`src/rtl/pip_pkg.sv`:
```
// ----------------------------------------------------------------------------
// pip_pkg: shared types and helpers for the point-in-polygon test
// Coordinate widths, edge job word and the edge classification function.
// ----------------------------------------------------------------------------
package pip_pkg;

  localparam int COORD_WIDTH = 24;
  localparam int DIFF_W      = COORD_WIDTH + 1;
  localparam int PROD_W      = 2 * DIFF_W;
  localparam int QUEUE_DEPTH = 2;
  localparam int PTR_W       = $clog2(QUEUE_DEPTH);
  localparam int CNT_W       = $clog2(QUEUE_DEPTH + 1);

  typedef logic signed [COORD_WIDTH-1:0] coord_t;
  typedef logic signed [DIFF_W-1:0]      diff_t;
  typedef logic signed [PROD_W-1:0]      prod_t;

  // One edge, already classified. Crossing iff ok and a*dx < pxi*d.
  typedef struct packed {
    logic  ok;
    diff_t a;
    diff_t dx;
    diff_t pxi;
    diff_t d;
  } edge_t;

  // One word per accepted vertex: the edge to the prior vertex and the
  // closing edge back to the first vertex.
  typedef struct packed {
    edge_t link;
    edge_t close;
    logic  start;
    logic  last;
  } job_t;

  typedef struct packed {
    logic  ok;
    prod_t lhs;
    prod_t rhs;
  } prod_pair_t;

  function automatic edge_t edge_prep(input coord_t px, input coord_t py,
                                      input coord_t xi, input coord_t yi,
                                      input coord_t xj, input coord_t yj,
                                      input logic use_it);
    edge_t e;
    diff_t d;
    diff_t a;
    d = diff_t'(yj) - diff_t'(yi);
    a = diff_t'(py) - diff_t'(yi);
    // half-open straddle in y, and at least one end at or left of the point
    e.ok  = use_it && ((yi < py && yj >= py) || (yj < py && yi >= py)) &&
            (xi <= px || xj <= px);
    // keep the divisor positive so the compare direction holds
    e.a   = d[DIFF_W-1] ? -a : a;
    e.d   = d[DIFF_W-1] ? -d : d;
    e.dx  = diff_t'(xj) - diff_t'(xi);
    e.pxi = diff_t'(px) - diff_t'(xi);
    return e;
  endfunction

endpackage

```
`src/rtl/pip_front.sv`:
```
// ----------------------------------------------------------------------------
// pip_front: vertex intake
// Tracks the query point and first/prior vertex, turns each vertex into a job.
// ----------------------------------------------------------------------------
module pip_front import pip_pkg::*; (
  input  logic   clk,
  input  logic   rst,
  input  logic   in_valid,
  output logic   in_ready,
  input  coord_t query_x,
  input  coord_t query_y,
  input  coord_t vertex_x,
  input  coord_t vertex_y,
  input  logic   last_vertex,
  input  logic   q_ready,
  output logic   q_push,
  output job_t   q_job
);

  coord_t held_point_x;
  coord_t held_point_y;
  coord_t first_corner_x;
  coord_t first_corner_y;
  coord_t prior_corner_x;
  coord_t prior_corner_y;
  logic   awaiting_first;

  coord_t px;
  coord_t py;
  coord_t fx;
  coord_t fy;
  logic   accept;

  assign in_ready = q_ready;
  assign accept   = in_valid && q_ready;
  assign q_push   = accept;

  // on a polygon's first vertex the query and the vertex itself stand in
  assign px = awaiting_first ? query_x  : held_point_x;
  assign py = awaiting_first ? query_y  : held_point_y;
  assign fx = awaiting_first ? vertex_x : first_corner_x;
  assign fy = awaiting_first ? vertex_y : first_corner_y;

  always_comb begin
    q_job.link  = edge_prep(px, py, vertex_x, vertex_y, prior_corner_x, prior_corner_y,
                            !awaiting_first);
    q_job.close = edge_prep(px, py, fx, fy, vertex_x, vertex_y, last_vertex);
    q_job.start = awaiting_first;
    q_job.last  = last_vertex;
  end

  always_ff @(posedge clk) begin
    if (rst) begin
      held_point_x   <= '0;
      held_point_y   <= '0;
      first_corner_x <= '0;
      first_corner_y <= '0;
      prior_corner_x <= '0;
      prior_corner_y <= '0;
      awaiting_first <= 1'b1;
    end else if (accept) begin
      held_point_x   <= px;
      held_point_y   <= py;
      first_corner_x <= fx;
      first_corner_y <= fy;
      prior_corner_x <= vertex_x;
      prior_corner_y <= vertex_y;
      awaiting_first <= last_vertex;
    end
  end

endmodule

```
`config.mk`:
```
export PLATFORM = sky130hd
export DESIGN_NAME = pip_front
export DESIGN_NICKNAME = d
export VERILOG_FILES = /design/src/rtl/pip_pkg.sv /design/src/rtl/pip_front.sv
export SDC_FILE = /design/constraint.sdc
export NUM_CORES = 1
export LEC_CHECK = 0
export ABC_CLOCK_PERIOD_IN_PS = 12800
export BUFFER_PORTS_ARGS = -buffer_cell sky130_fd_sc_hd__buf_2
export CAP_MARGIN = 0
export CORE_MARGIN = 2
export CORE_UTILIZATION = 55
export CTS_CLUSTER_DIAMETER = 80
export DETAILED_ROUTE_END_ITERATION = 8
export PLACE_DENSITY = 0.78
export SYNTH_ARGS = -nofsm -noshare
export SYNTH_HDL_FRONTEND = slang
export SYNTH_SLANG_ARGS = --single-unit
```
`constraint.sdc`:
```
create_clock -name clk -period 12.8 [get_ports clk]
set_input_delay 1.28 -clock clk [delete_from_list [all_inputs] [get_ports clk]]
set_output_delay 1.28 -clock clk [all_outputs]
set_load 0.01 [all_outputs]
```
==> qor.yml <==
path_delay_family: "simple AND/OR/NAND/NOR gates"
ctsResizeCount: 0
areaGrowthSynthToFinish_pct: 12.7
vias: 20100
period_share: 0.568
cts_buffer_depth: 2
cts_sinks: 145
fmax_mhz: 138
grt_max_degree: 157
final_cell_area_um2: 21400
slew_headroom: 0.154
leakagePower_nw: 10.4
postSynthAreaPerCell_um2: 7.49
slew_violations: 0
max-cap-violations: 0
h-tree-depth: 4
dieArea_um2: 36100
holdPathStages: 2
chipHeight_um: 190
r2r_end: "first_corner_y[5]"
synth_area_um2: 19000
period_minus_slack_ps: 7270
cp.arrival_ps: 5990
layout_setup_ws_ps: 5530
worst_ep_required_time_ps: 11520
grt.total_usage: 0.353
outcome: "finished clean"
post_drt_wl_per_cell_um: 20.3
dr.pass1.iters: 6
internal_power_mw: 1.40
drive_gt1_frac: 0.136
worstSetupPathType: "reg2out"
syn_nets: 2896
end_kind: "output pin"
whs_endpoint: "prior_corner_y[0]"
reg2reg_depth: 3
ir_drop_v: 0.0000955
rsz0062_at_grt: "no"
hp-start: "prior_corner_y[0]"
start_util: 0.554
yosys.area_share.simple: 0.194
grt_pass1_wl_um: 101000
numCtsBuffers: 17
dpl-instance-area_um2: 20800
rrSetupSlack_ps: 10460
setup_tns_ps: 0
synth_ff_type: "dfxtp_1"
power_frac_clock: 0.201
viasPerCell: 6.19
hpwlAfterDp_um: 53200
synth_top_family_by_area: "compound AO/OA/AOI/OAI gates"
overflow: 0
hold_viol: 0
synth_cell_types: 78
io_pins: 307
fin_skew_ps: 6.74
clock-root-buffer: "clkbuf_16"
finalWirelength_um: 65900
drc: 0
sw_frac_of_total: 0.459
synth_edf_count: 0
antenna_found_initial: 1
p_sw_mw: 1.19
startpoint_type: "flip-flop"
synthMuxAreaShare: 0.0556
async_flop_share: 0
clk_latency_ps: 440
place.gp.congestion: 1.03
cpMaxStageDelayCell: "buf_4"
drt-initial-drc-count: 1543
die_x_um: 190
seq_power_share: 0.192
whs_ps: 463
grt_pass1_vias: 19100
setup_viol: 0
synth_compound_area_frac: 0.266
cts_hold_buf: 0
postSynthCellCount: 2540
io_buffers: 306
synth-xor-area-share: 0.107
ys_ff_latch: 145
core_um2: 34300
worst-path-buf-inv: 2
ys_seq_area_frac: 0.153
crit_fanout: 49
ant_nets: 0
postCtsSetupBuffers: 0
cts.clk_slew.worst_paths_ps: 60
final_nets: 3136
r2r_start: "awaiting_first"
crit_chain: "buf_4 -> mux2i_1 -> ha_1 -> nor2b_1 -> o21ai_0 -> a21o_1 -> a21oi_1 -> a31oi_1 -> xnor2_1 -> or4_1 -> or4b_1 -> or3_1 -> o211ai_1 -> buf_2"
cts_tree: "done"
synth_fa_ha_area_frac: 0.171
diodes: 0
place_ws_ps: 5820
ys_warn_count: 0
cp_slowest_stage_delay_ps: 770
rows: 68
p_comb_frac: 0.606
tightestPinTransition_ps: 1240
power_density_nw_per_um2: 121
hold_path_class: "reg2reg"
## per-stage QoR
step / std cells / total power [mW] / util
final: 3248 / 2.59 / 0.625
after global routing: 3248 / 2.74 / 0.625
after CTS: 3248 / 2.57 / 0.625
after detailed placement: 3216 / 2.05 / 0.607
after global placement: 3216 / 2.02 / 0.607
after floorplan: 2540 / 1.54 / -
## metal layers
metal	vias up	wire (µm)	global-route usage
met5	-	0	0
met4	0	3460	0.185
met3	162	3980	0.0406
met2	787	30400	0.597
met1	9441	28100	0.443
li1	9718	-	-
## flip-flops by register name (all words and copies together), names as in the netlist
signal	flops
first_corner_x	24
held_point_x	24
held_point_y	24
first_corner_y	24
prior_corner_x	24
prior_corner_y	24
awaiting_first	1
## worst register-to-register path: cells and delay by family, from the launching register on
family	cells	cell delay, ps
buffers and inverters	1	770
multiplexers	1	690
flip-flops	1	520
AO/OA/AOI/OAI	1	190
## power by group through the flow
stage | logic (mW) | clock network [mW] | registers (mW)
floorplan | 1.04 | 0 | 0.501
global placement | 1.51 | 0 | 0.506
detailed placement | 1.54 | 0 | 0.508
CTS | 1.55 | 0.526 | 0.498
global route | 1.70 | 0.545 | 0.502
finish | 1.57 | 0.522 | 0.498
## cells in the mapped netlist, types with 11 or more instances
master,n,share of area
nand4_1,30,0.0099
xor2_1,78,0.036
and3_1,25,0.0082
or3_1,12,0.0039
xnor2_1,155,0.071
a21oi_1,207,0.054
clkbuf_1,72,0.014
nor3_1,58,0.015
mux2i_1,100,0.053
ha_1,247,0.16
nand2_1,215,0.042
buf_1,11,0.0022
o211ai_1,18,0.0071
a31oi_1,28,0.0092
o21bai_1,22,0.0087
nand3_1,47,0.012
nor4_1,15,0.0049
a21o_1,81,0.032
a211oi_1,117,0.046
nor2b_1,38,0.013
nor2_1,243,0.048
nand2b_1,29,0.0095
o31ai_1,21,0.0083
dfxtp_1,145,0.15
o21a_1,38,0.015
o21ai_0,118,0.031
inv_1,172,0.034
## how the worst max path moves through the flow
stage                             to  slack [ps]  cells past startpoint      startpoint
final                     q_job[101]        5530                     14  awaiting_first
after floorplan           q_job[101]        6690                     14      query_y[0]
after detailed placement  q_job[198]        5820                     15     vertex_y[0]
after CTS                 q_job[101]        5620                     14  awaiting_first
after global routing      q_job[101]        5300                     14  awaiting_first
after global placement    q_job[124]        5980                     15     vertex_y[0]
## layout make-up
cell class | count | area (µm²)
clock inverters | 11 | 128
clock buffers | 21 | 472
repair buffers | 312 | 1580
inverters | 173 | 654
fillers | 3151 | 12900
well taps | 455 | 569
multi-input cells | 2131 | 15100
flip-flops and latches | 145 | 2910
## layout by cell type (no fill, tap or decap), types with 28 or more instances in the layout
| cell type | n |
|---|---|
| o21ai_0 | 118 |
| ha_1 | 247 |
| nand2_1 | 214 |
| a21oi_1 | 207 |
| nand3_1 | 47 |
| o21a_1 | 38 |
| buf_2 | 305 |
| dfxtp_1 | 144 |
| a31oi_1 | 28 |
| nor3_1 | 58 |
| xor2_1 | 78 |
| nor2b_1 | 38 |
| nand4_1 | 30 |
| xnor2_1 | 155 |
| nor2_1 | 243 |
| inv_1 | 172 |
| a21o_1 | 81 |
| mux2i_1 | 100 |
| nand2b_1 | 29 |
| a211oi_1 | 117 |
## cell families after synthesis
group | after synthesis
XOR/XNOR | 233
adder cells (fa/ha/maj) | 255
multiplexers | 105
buffers and inverters | 264
AO/OA/AOI/OAI | 763
AND/OR/NAND/NOR | 775
flip-flops | 145
(Power assumes the default switching activity.)
